==> config.mk <==
export PLATFORM = sky130hd
export DESIGN_NAME = stepper_step_count_controller_core_flat
export DESIGN_NICKNAME = d
export VERILOG_FILES = /design/src/hdl/sscc_pkg.sv /design/src/hdl/sscc_if.sv /design/src/hdl/sscc_cfg_regs.sv /design/src/hdl/sscc_in_stage.sv /design/src/hdl/sscc_exec.sv /design/src/hdl/stepper_step_count_controller_core.sv /design/src/flat_wrapper.sv
export VERILOG_INCLUDE_DIRS = /design/src /design/src/hdl
export SDC_FILE = /design/constraint.sdc
export NUM_CORES = 1
export LEC_CHECK = 0
export BUFFER_PORTS_ARGS = -buffer_cell sky130_fd_sc_hd__buf_4
export CELL_PAD_IN_SITES_DETAIL_PLACEMENT = 0
export CELL_PAD_IN_SITES_GLOBAL_PLACEMENT = 2
export CORE_MARGIN = 2
export CORE_UTILIZATION = 35
export CTS_BUF_LIST = sky130_fd_sc_hd__clkbuf_16
export DETAILED_ROUTE_END_ITERATION = 16
export PLACE_DENSITY_LB_ADDON = 0.1
export SETUP_SLACK_MARGIN = 0.3
export SLEW_MARGIN = 20
export SYNTH_ARGS = -nofsm -noshare
export SYNTH_HDL_FRONTEND = slang
export SYNTH_SLANG_ARGS = --single-unit
==> constraint.sdc <==
create_clock -name clk -period 14.8 [get_ports clk]
set_clock_uncertainty 0.2 [all_clocks]
set_input_delay 0.74 -clock clk [delete_from_list [all_inputs] [get_ports clk]]
set_output_delay 0.74 -clock clk [all_outputs]
set_load 0.005 [all_outputs]
==> src/hdl/assert_macros.svh <==
// Assertion macros for the RTL that checks itself (included by the top level)
`ifndef ASSERT_MACROS_SVH
`define ASSERT_MACROS_SVH

// clocked implication, disabled during reset
`define CHK_IMPL(label, pre, post, msg) \
  label: assert property (@(posedge clk) disable iff (rst) (pre) |-> (post)) \
    else $error(msg);

// clocked invariant, disabled during reset
`define CHK_ALWAYS(label, cond, msg) \
  label: assert property (@(posedge clk) disable iff (rst) (cond)) else $error(msg);

`endif

==> src/hdl/sscc_pkg.sv <==
// Types and constants of the stepper step-count controller
package sscc_pkg;

  localparam int unsigned CFG_DATA_W = 16;

  typedef enum logic [1:0] {
    OP_MOVE_ABS   = 2'd0,
    OP_MOVE_REL   = 2'd1,
    OP_STOP       = 2'd2,
    OP_PULSE_DONE = 2'd3
  } op_t;

  typedef enum logic [1:0] {
    ST_OK        = 2'd0,
    ST_BAD_MOTOR = 2'd1,
    ST_BUSY      = 2'd2,
    ST_RANGE     = 2'd3
  } status_t;

  typedef enum logic [1:0] {
    REG_PULSES_PER_DEG = 2'd0,
    REG_MAX_ANGLE      = 2'd1,
    REG_PARK_ANGLE     = 2'd2,
    REG_UNUSED         = 2'd3
  } reg_idx_t;

  localparam logic [15:0] PPD_RESET      = 16'd4267;
  localparam logic [14:0] MAX_ANGLE_RESET = 15'd15360;
  localparam logic [15:0] PARK_RESET     = 16'd2560;

  typedef struct packed {
    logic [15:0]        pulses_per_degree_q8;
    logic [14:0]        max_angle_q8;
    logic signed [15:0] park_angle_q8;
  } cfg_t;

  typedef struct packed {
    op_t                op;
    logic [3:0]         motor_index;
    logic signed [15:0] angle;
  } cmd_t;

  typedef struct packed {
    logic [3:0]         motor_echo;
    status_t            status;
    logic               dir_write;
    logic               direction;
    logic               start_pulses;
    logic               stop_pulses;
    logic [15:0]        pulses_left;
    logic signed [15:0] angle_now;
  } res_t;

endpackage

==> src/hdl/sscc_if.sv <==
// Command and result channel interfaces
interface sscc_cmd_if;
  logic               valid;
  logic               ready;
  logic [1:0]         op;
  logic [3:0]         motor_index;
  logic signed [15:0] angle;

  modport source (output valid, op, motor_index, angle, input ready);
  modport sink (input valid, op, motor_index, angle, output ready);
endinterface

interface sscc_res_if;
  logic               valid;
  logic               ready;
  logic [3:0]         motor_echo;
  logic [1:0]         status;
  logic               dir_write;
  logic               direction;
  logic               start_pulses;
  logic               stop_pulses;
  logic [15:0]        pulses_left;
  logic signed [15:0] angle_now;

  modport source (output valid, motor_echo, status, dir_write, direction, start_pulses,
                  stop_pulses, pulses_left, angle_now, input ready);
  modport sink (input valid, motor_echo, status, dir_write, direction, start_pulses,
                stop_pulses, pulses_left, angle_now, output ready);
endinterface

==> src/hdl/sscc_cfg_regs.sv <==
// Configuration registers with write port
module sscc_cfg_regs (
  input  logic                             clk,
  input  logic                             rst,
  input  logic                             cfg_write_en,
  input  logic [1:0]                       cfg_index,
  input  logic [sscc_pkg::CFG_DATA_W-1:0]  cfg_data,
  output sscc_pkg::cfg_t                   cfg
);

  always_ff @(posedge clk) begin
    if (rst) begin
      cfg.pulses_per_degree_q8 <= sscc_pkg::PPD_RESET;
      cfg.max_angle_q8         <= sscc_pkg::MAX_ANGLE_RESET;
      cfg.park_angle_q8        <= sscc_pkg::PARK_RESET;
    end else if (cfg_write_en) begin
      unique case (sscc_pkg::reg_idx_t'(cfg_index))
        sscc_pkg::REG_PULSES_PER_DEG: cfg.pulses_per_degree_q8 <= cfg_data;
        sscc_pkg::REG_MAX_ANGLE:      cfg.max_angle_q8         <= cfg_data[14:0];
        sscc_pkg::REG_PARK_ANGLE:     cfg.park_angle_q8        <= cfg_data;
        default: ;
      endcase
    end
  end

endmodule

==> src/hdl/sscc_in_stage.sv <==
// Input register of the command channel
module sscc_in_stage (
  input  logic           clk,
  input  logic           rst,
  sscc_cmd_if.sink       cmd,
  input  logic           take,
  output logic           item_valid,
  output sscc_pkg::cmd_t item
);

  assign cmd.ready = !item_valid || take;

  always_ff @(posedge clk) begin
    if (rst) begin
      item_valid <= 1'b0;
    end else if (cmd.ready) begin
      item_valid <= cmd.valid;
    end
  end

  always_ff @(posedge clk) begin
    if (cmd.valid && cmd.ready) begin
      item.op          <= sscc_pkg::op_t'(cmd.op);
      item.motor_index <= cmd.motor_index;
      item.angle       <= cmd.angle;
    end
  end

endmodule

==> src/hdl/sscc_exec.sv <==
// Per-motor state, command evaluation and result register
module sscc_exec #(
  parameter int unsigned MOTORS = 3
) (
  input  logic           clk,
  input  logic           rst,
  input  sscc_pkg::cfg_t cfg,
  input  logic           item_valid,
  input  sscc_pkg::cmd_t item,
  output logic           take,
  sscc_res_if.source     res
);

  localparam int unsigned IDX_W = (MOTORS > 1) ? $clog2(MOTORS) : 1;

  logic [15:0]        pulse_counter [MOTORS];
  logic signed [15:0] motor_angle   [MOTORS];

  logic               res_valid;
  sscc_pkg::res_t     res_q;

  logic [IDX_W-1:0]   idx;
  logic               motor_ok;
  logic [15:0]        cnt;
  logic signed [15:0] agl;
  logic signed [16:0] diff;
  logic [16:0]        mag;
  logic [31:0]        prod;
  logic [15:0]        pulses;
  logic [15:0]        cnt_dec;
  logic               out_of_range;
  logic               wr;
  logic [15:0]        cnt_new;
  logic signed [15:0] ang_new;
  sscc_pkg::res_t     r;

  assign take     = item_valid && (!res_valid || res.ready);
  assign motor_ok = {1'b0, item.motor_index} < 5'(MOTORS);
  assign idx      = item.motor_index[IDX_W-1:0];
  assign cnt      = motor_ok ? pulse_counter[idx] : 16'd0;
  assign agl      = motor_ok ? motor_angle[idx] : 16'sd0;

  always_comb begin
    diff = (item.op == sscc_pkg::OP_MOVE_ABS)
         ? (17'(item.angle) - 17'(agl))
         : 17'(item.angle);
    mag          = diff[16] ? (17'd0 - 17'(diff)) : 17'(diff);
    prod         = mag[15:0] * cfg.pulses_per_degree_q8;
    pulses       = prod[31:16];
    cnt_dec      = (cnt == 16'd0) ? 16'd0 : cnt - 16'd1;
    out_of_range = item.angle[15] || (item.angle[14:0] > cfg.max_angle_q8);
  end

  always_comb begin
    r              = '0;
    r.motor_echo   = item.motor_index;
    r.status       = sscc_pkg::ST_OK;
    wr             = 1'b0;
    cnt_new        = cnt;
    ang_new        = agl;
    if (!motor_ok) begin
      r.status = sscc_pkg::ST_BAD_MOTOR;
    end else begin
      unique case (item.op) inside
        sscc_pkg::OP_MOVE_ABS, sscc_pkg::OP_MOVE_REL: begin
          if (cnt != 16'd0) begin
            r.status = sscc_pkg::ST_BUSY;
          end else if (item.op == sscc_pkg::OP_MOVE_ABS && out_of_range) begin
            r.status = sscc_pkg::ST_RANGE;
          end else begin
            wr             = 1'b1;
            r.dir_write    = 1'b1;
            r.direction    = diff[16];
            cnt_new        = pulses;
            r.start_pulses = (pulses != 16'd0);
            if (item.op == sscc_pkg::OP_MOVE_ABS) begin
              ang_new = item.angle;
            end
          end
        end
        sscc_pkg::OP_STOP: begin
          wr            = 1'b1;
          cnt_new       = 16'd0;
          ang_new       = cfg.park_angle_q8;
          r.stop_pulses = 1'b1;
        end
        sscc_pkg::OP_PULSE_DONE: begin
          wr            = 1'b1;
          cnt_new       = cnt_dec;
          r.stop_pulses = (cnt_dec == 16'd0);
        end
        default: ;
      endcase
      r.pulses_left = cnt_new;
      r.angle_now   = ang_new;
    end
  end

  always_ff @(posedge clk) begin
    if (rst) begin
      for (int i = 0; i < MOTORS; i++) begin
        pulse_counter[i] <= 16'd0;
        motor_angle[i]   <= 16'sd0;
      end
    end else if (take && wr) begin
      pulse_counter[idx] <= cnt_new;
      motor_angle[idx]   <= ang_new;
    end
  end

  always_ff @(posedge clk) begin
    if (rst) begin
      res_valid <= 1'b0;
    end else if (!res_valid || res.ready) begin
      res_valid <= item_valid;
    end
  end

  always_ff @(posedge clk) begin
    if (take) begin
      res_q <= r;
    end
  end

  assign res.valid        = res_valid;
  assign res.motor_echo   = res_q.motor_echo;
  assign res.status       = res_q.status;
  assign res.dir_write    = res_q.dir_write;
  assign res.direction    = res_q.direction;
  assign res.start_pulses = res_q.start_pulses;
  assign res.stop_pulses  = res_q.stop_pulses;
  assign res.pulses_left  = res_q.pulses_left;
  assign res.angle_now    = res_q.angle_now;

endmodule

==> src/hdl/stepper_step_count_controller_core.sv <==
// Top level of the stepper step-count controller
//
//   channel  dir  handshake          payload
//   cmd      in   valid/ready        op, motor_index, angle
//   res      out  valid/ready        motor_echo, status, flags, pulses_left, angle_now
//   cfg      in   cfg_write_en       cfg_index, cfg_data
//
// One command per cycle while results are taken; each result passes the input register and the result register.
// The limit is the single evaluate stage: state read, 16x16 multiply, update.
// Synchronous reset clears all counts and angles and loads register defaults.
// A stalled result holds the input register; cmd.ready drops once both are full.
`include "assert_macros.svh"

module stepper_step_count_controller_core #(
  parameter int unsigned MOTORS = 3
) (
  input  logic                            clk,
  input  logic                            rst,
  sscc_cmd_if.sink                        cmd,
  sscc_res_if.source                      res,
  input  logic                            cfg_write_en,
  input  logic [1:0]                      cfg_index,
  input  logic [sscc_pkg::CFG_DATA_W-1:0] cfg_data
);

  sscc_pkg::cfg_t cfg;
  sscc_pkg::cmd_t item;
  logic           item_valid;
  logic           take;

  sscc_cfg_regs u_cfg (
    .clk          (clk),
    .rst          (rst),
    .cfg_write_en (cfg_write_en),
    .cfg_index    (cfg_index),
    .cfg_data     (cfg_data),
    .cfg          (cfg)
  );

  sscc_in_stage u_in (
    .clk        (clk),
    .rst        (rst),
    .cmd        (cmd),
    .take       (take),
    .item_valid (item_valid),
    .item       (item)
  );

  sscc_exec #(
    .MOTORS (MOTORS)
  ) u_exec (
    .clk        (clk),
    .rst        (rst),
    .cfg        (cfg),
    .item_valid (item_valid),
    .item       (item),
    .take       (take),
    .res        (res)
  );

  `CHK_IMPL(a_full_stall, item_valid && res.valid && !res.ready, !cmd.ready, "ready while full")
  `CHK_IMPL(a_bad_motor, res.valid && res.status == sscc_pkg::ST_BAD_MOTOR,
            !res.dir_write && !res.stop_pulses && res.pulses_left == 16'd0, "bad motor result")
  `CHK_IMPL(a_start, res.valid && res.start_pulses,
            res.dir_write && res.pulses_left != 16'd0, "start without count")
  `CHK_IMPL(a_reject, res.valid && res.status != sscc_pkg::ST_OK,
            !res.dir_write && !res.start_pulses, "rejected move drove pins")

endmodule
==> src/flat_wrapper.sv <==
// flat-port wrapper written by rule: the top's interface ports become plain ports
module stepper_step_count_controller_core_flat 
#(
  parameter int unsigned MOTORS = 3
)
  (clk, rst, cfg_write_en, cfg_index, cfg_data, cmd_valid, cmd_op, cmd_motor_index, cmd_angle, cmd_ready, res_valid, res_motor_echo, res_status, res_dir_write, res_direction, res_start_pulses, res_stop_pulses, res_pulses_left, res_angle_now, res_ready);
  sscc_cmd_if cmd_i ();
  sscc_res_if res_i ();
  input  logic clk;
  input  logic rst;
  input  logic cfg_write_en;
  input  logic [1:0] cfg_index;
  input  logic [sscc_pkg::CFG_DATA_W-1:0] cfg_data;
  input wire logic [$bits(cmd_i.valid)-1:0] cmd_valid;
  input wire logic [$bits(cmd_i.op)-1:0] cmd_op;
  input wire logic [$bits(cmd_i.motor_index)-1:0] cmd_motor_index;
  input wire logic [$bits(cmd_i.angle)-1:0] cmd_angle;
  output wire logic [$bits(cmd_i.ready)-1:0] cmd_ready;
  output wire logic [$bits(res_i.valid)-1:0] res_valid;
  output wire logic [$bits(res_i.motor_echo)-1:0] res_motor_echo;
  output wire logic [$bits(res_i.status)-1:0] res_status;
  output wire logic [$bits(res_i.dir_write)-1:0] res_dir_write;
  output wire logic [$bits(res_i.direction)-1:0] res_direction;
  output wire logic [$bits(res_i.start_pulses)-1:0] res_start_pulses;
  output wire logic [$bits(res_i.stop_pulses)-1:0] res_stop_pulses;
  output wire logic [$bits(res_i.pulses_left)-1:0] res_pulses_left;
  output wire logic [$bits(res_i.angle_now)-1:0] res_angle_now;
  input wire logic [$bits(res_i.ready)-1:0] res_ready;
  assign cmd_i.valid = cmd_valid;
  assign cmd_i.op = cmd_op;
  assign cmd_i.motor_index = cmd_motor_index;
  assign cmd_i.angle = cmd_angle;
  assign cmd_ready = cmd_i.ready;
  assign res_valid = res_i.valid;
  assign res_motor_echo = res_i.motor_echo;
  assign res_status = res_i.status;
  assign res_dir_write = res_i.dir_write;
  assign res_direction = res_i.direction;
  assign res_start_pulses = res_i.start_pulses;
  assign res_stop_pulses = res_i.stop_pulses;
  assign res_pulses_left = res_i.pulses_left;
  assign res_angle_now = res_i.angle_now;
  assign res_i.ready = res_ready;
  stepper_step_count_controller_core #(.MOTORS(MOTORS)) u_core (.clk(clk), .rst(rst), .cmd(cmd_i), .res(res_i), .cfg_write_en(cfg_write_en), .cfg_index(cfg_index), .cfg_data(cfg_data));
endmodule
==> impl_results.md <==
- Area Overhead vs Synth: 11.6%
- Static leakage: 10.4 nW
- Total routed wirelength: 63700 um
- CTS Hold Buffers Added: 0
- DR WL/cell: 21.4 um
- Commonest non-fill, non-tap cell in the layout: inv_1
- RSZ-0062 raised after global routing: false
- Fmax: roughly 86 MHz
- Worst path max stage delay: around 0.85 ns
- Die Ht: 249 um
- # nets final: 2553
- PortBufs: 88
- Worst slew pin tran: 1.11 ns
- Placer congestion estimate: 0.806
- Inserted Diodes: 0
- Cells after synthesis: 2102
- Commonest cells after routing, fill and taps aside: 281 x inv_1, 278 x nand2_1, 194 x fa_1
- H-Tree Level Count: 1
- DRT iter0 DRCs: approximately 840
- Switch share: 51.9%
- Seq pwr share: between 10% and 20%
- Setup TNS Final: 0 ns
- Power Density: approximately 230 nW/um2
- Crit. End Element: flip-flop
- CP Max Fanout: 22
- Worst path arrival time: between 10 and 15 ns
- Num CTS Buffers: 27
- Remaining DRCs: 0
- Antenna Nets Post-Route: 0
- Fin crit share: 78.3%
- Post-CTS sizing: 0
- Antenna violations before repair: 1
- Vias in the first global route: 16.0k
- Worst setup SP type: flip-flop
- Total congestion overflow: 0
- Initial core utilization: 35.5%
- Worst-path clk slew: around 0.070 ns
- Synth async-reset ratio: 0%
- Clock Latency Late Sink: 0.58 ns
- Mapped cell area: 21000 um2
- Critical path class: flip-flop to flip-flop
- I/O pin total: 89
- CTS tree: yes
- Pre-CTS setup slack: 3.16 ns
- Syn Area/Cell: 9.99 um2
- Pwr Total: 5.39 mW
- Sink Count: 243
- DRT Pass-1 Iters: 5
- Die width: between 200 and 250 um
- Core area: approximately 59000 um2
- Cell Rows: slightly below 90
- Root Buffer: clkbuf_16
- CP max-delay cell: xnor2_2
- Routed vias/inst: around 5
- Slew Limit Fails: 0
- Largest net degree at the start of global routing: 59
- Int Power: 2.59 mW
- Max-cap violations: 0
- Post-synthesis cell type count: 94
- Post-CTS setup buffers: 0
- Clk network pwr share: roughly an eighth
- Post-DP HPWL: between 40000 and 50000 um
- Clk buf depth: 3
- YS warnings: 0
- Comb pwr share: 72.1%
- Hold WC Path Type: input pin to flip-flop
- Worst IR Drop VDD: 0.349 mV
- First-pass GRT wire length: 99100 um
- Synthesized flop and latch total: about 240
- Outcome: complete, no violations
- Minimum clock period: 11.58 ns
- Fillers: roughly 5.9k
- Final hold violation count: 0
- Crit path top cell by count: fa_1
- Die area: 62000 um2
- Vias: 15.2k
- Slew headroom: 26.2%
- Required time worst endpoint: between 10 and 15 ns
- Setup WS post-layout: between 3 and 4 ns
- Fraction of the yosys area taken by sequential cells: 32.3%
- Number of flops mapped to enable cells by yosys: around 190
- Switch Pwr: 2.80 mW
- Gr usage total: 20.8%
- Top_reg_cell synth: edfxtp_1
- Share of post-route cells with drive strength above 1: 11.8%
- Final setup fails: 0
## through the flow
stage	instance area (um2)	hold slack, ns	instances	util (%)
after global placement	22500	0.243	2924	38.1
after global routing	23400	0.110	2974	39.6
final	23400	0.133	2974	39.6
after CTS	23400	0.114	2974	39.6
after floorplan	21100	0.234	2133	-
after detailed placement	22500	0.247	2924	38.1
## layer usage
| metal | global-route usage (%) | part of all wire [%] | up-vias | wire [um] |
|---|---|---|---|---|
| met5 | 0 | 0 | - | 0 |
| met4 | 3.93 | 1.8 | 0 | 1130 |
| met3 | 2.27 | 3.6 | 77 | 2320 |
| met2 | 35.1 | 48 | 328 | 30400 |
| met1 | 29.0 | 47 | 7689 | 29900 |
| li1 | - | - | 7137 | - |
## final cells by class
cell class / count / area (um2) / share of cell area [%]
clock buffers: 27 / 676 / 2.88
repair buffers: 120 / 901 / 3.84
inverters: 290 / 1090 / 4.64
clock inverters: 23 / 230 / 0.982
well taps: 773 / 967 / 4.13
multi-input cells: 1498 / 12800 / 54.6
flip-flops and latches: 243 / 6790 / 29.0
## kinds of logic (layout without fill, tap and decap cells)
| logic type | after synthesis | count (layout) | share of synthesized area, % |
|---|---|---|---|
| AND/OR/NAND/NOR | 717 | 717 | 16.4 |
| buffers and inverters | 392 | 460 | 7.67 |
| adder cells (fa/ha/maj) | 328 | 328 | 26.5 |
| AO/OA/AOI/OAI | 308 | 308 | 9.88 |
| flip-flops | 243 | 243 | 32.3 |
| multiplexers | 73 | 73 | 5.55 |
| XOR/XNOR | 40 | 40 | 1.67 |
| other | 1 | 32 | 0.0179 |
## power groups by stage
stage / combinational, mW / sequential [mW] / clock [mW]
detailed placement: 3.89 / 0.821 / 0
global route: 4.36 / 0.810 / 0.739
floorplan: 2.66 / 0.803 / 0
finish: 3.89 / 0.806 / 0.700
CTS: 3.93 / 0.807 / 0.714
global placement: 3.92 / 0.821 / 0
## critical path: cells and delay by family, from the launching register on
kind / cells / cell delay (ns)
DFF: 1 / 0.58
xor gates and xnor gates: 1 / 0.85
adders and majority gates: 8 / 3.64
muxes: 1 / 0.66
AOI/OAI and AO/OA: 8 / 2.34
and+or+nand+nor: 10 / 2.27
buffers and inverters: 6 / 0.77
## Yosys cell counts (4+ instances only)
master	n	area, um2
inv_1	278	1040
nand4_1	10	62.6
buf_1	6	22.5
nor2_1	161	604
dfxtp_1	51	1020
nor4_1	5	31.3
a2111oi_0	4	35.0
buf_2	8	40.0
fa_1	194	3880
a21o_1	32	240
xnor2_1	24	210
buf_4	13	97.6
o21ai_0	39	195
o211ai_1	11	82.6
o31ai_1	6	45.0
and3_1	12	75.1
nand3_1	14	70.1
mux4_2	32	721
mux2i_1	28	280
mux2_2	8	90.1
a211o_1	8	70.1
buf_6	6	67.6
and3b_1	4	35.0
o21a_1	19	143
and4_1	6	52.6
o21ai_1	16	80.1
nand2_1	280	1050
or3_1	9	56.3
a21oi_1	101	505
and2_1	125	782
clkbuf_1	64	240
inv_2	12	45.0
xor2_1	16	140
nor3_1	22	110
nand3b_1	14	105
nand2b_1	11	68.8
a211oi_1	8	60.1
ha_1	134	1680
mux2_4	5	75.1
nor2b_1	19	119
o21ai_4	5	81.3
a31oi_1	13	81.3
edfxtp_1	192	5770
## final timing paths
| path | depth (start not counted) | slack, ns | from | to |
|---|---|---|---|---|
| min | 1 | 0.13 | cmd_angle[15] | u_core.u_in.item[15] |
| max reg2reg | 34 | 3.22 | flip-flop | u_core.u_exec.pulse_counter[3][15] |
| max | 34 | 3.22 | flip-flop | u_core.u_exec.pulse_counter[3][15] |
| min reg2reg | 2 | 0.26 | u_core.u_cfg.cfg[30] | u_core.u_cfg.cfg[30] |
## registers in the layout, indices dropped and copies added (netlist names), named ones only
name,cells
u_core.u_exec.motor_angle,64
u_core.u_exec.res.stop_pulses,1
u_core.u_exec.res.angle_now,16
u_core.u_exec.res.valid,1
u_core.u_exec.pulse_counter,64
u_core.u_in.item_valid,1
u_core.u_exec.res.direction,1
u_core.u_exec.res.pulses_left,16
u_core.u_in.item,22
u_core.u_exec.res.status,2
u_core.u_exec.res.dir_write,1
u_core.u_exec.res.motor_echo,4
u_core.u_cfg.cfg,47
u_core.u_exec.res.start_pulses,1
Note: power is estimated with default switching activity, not from simulation.
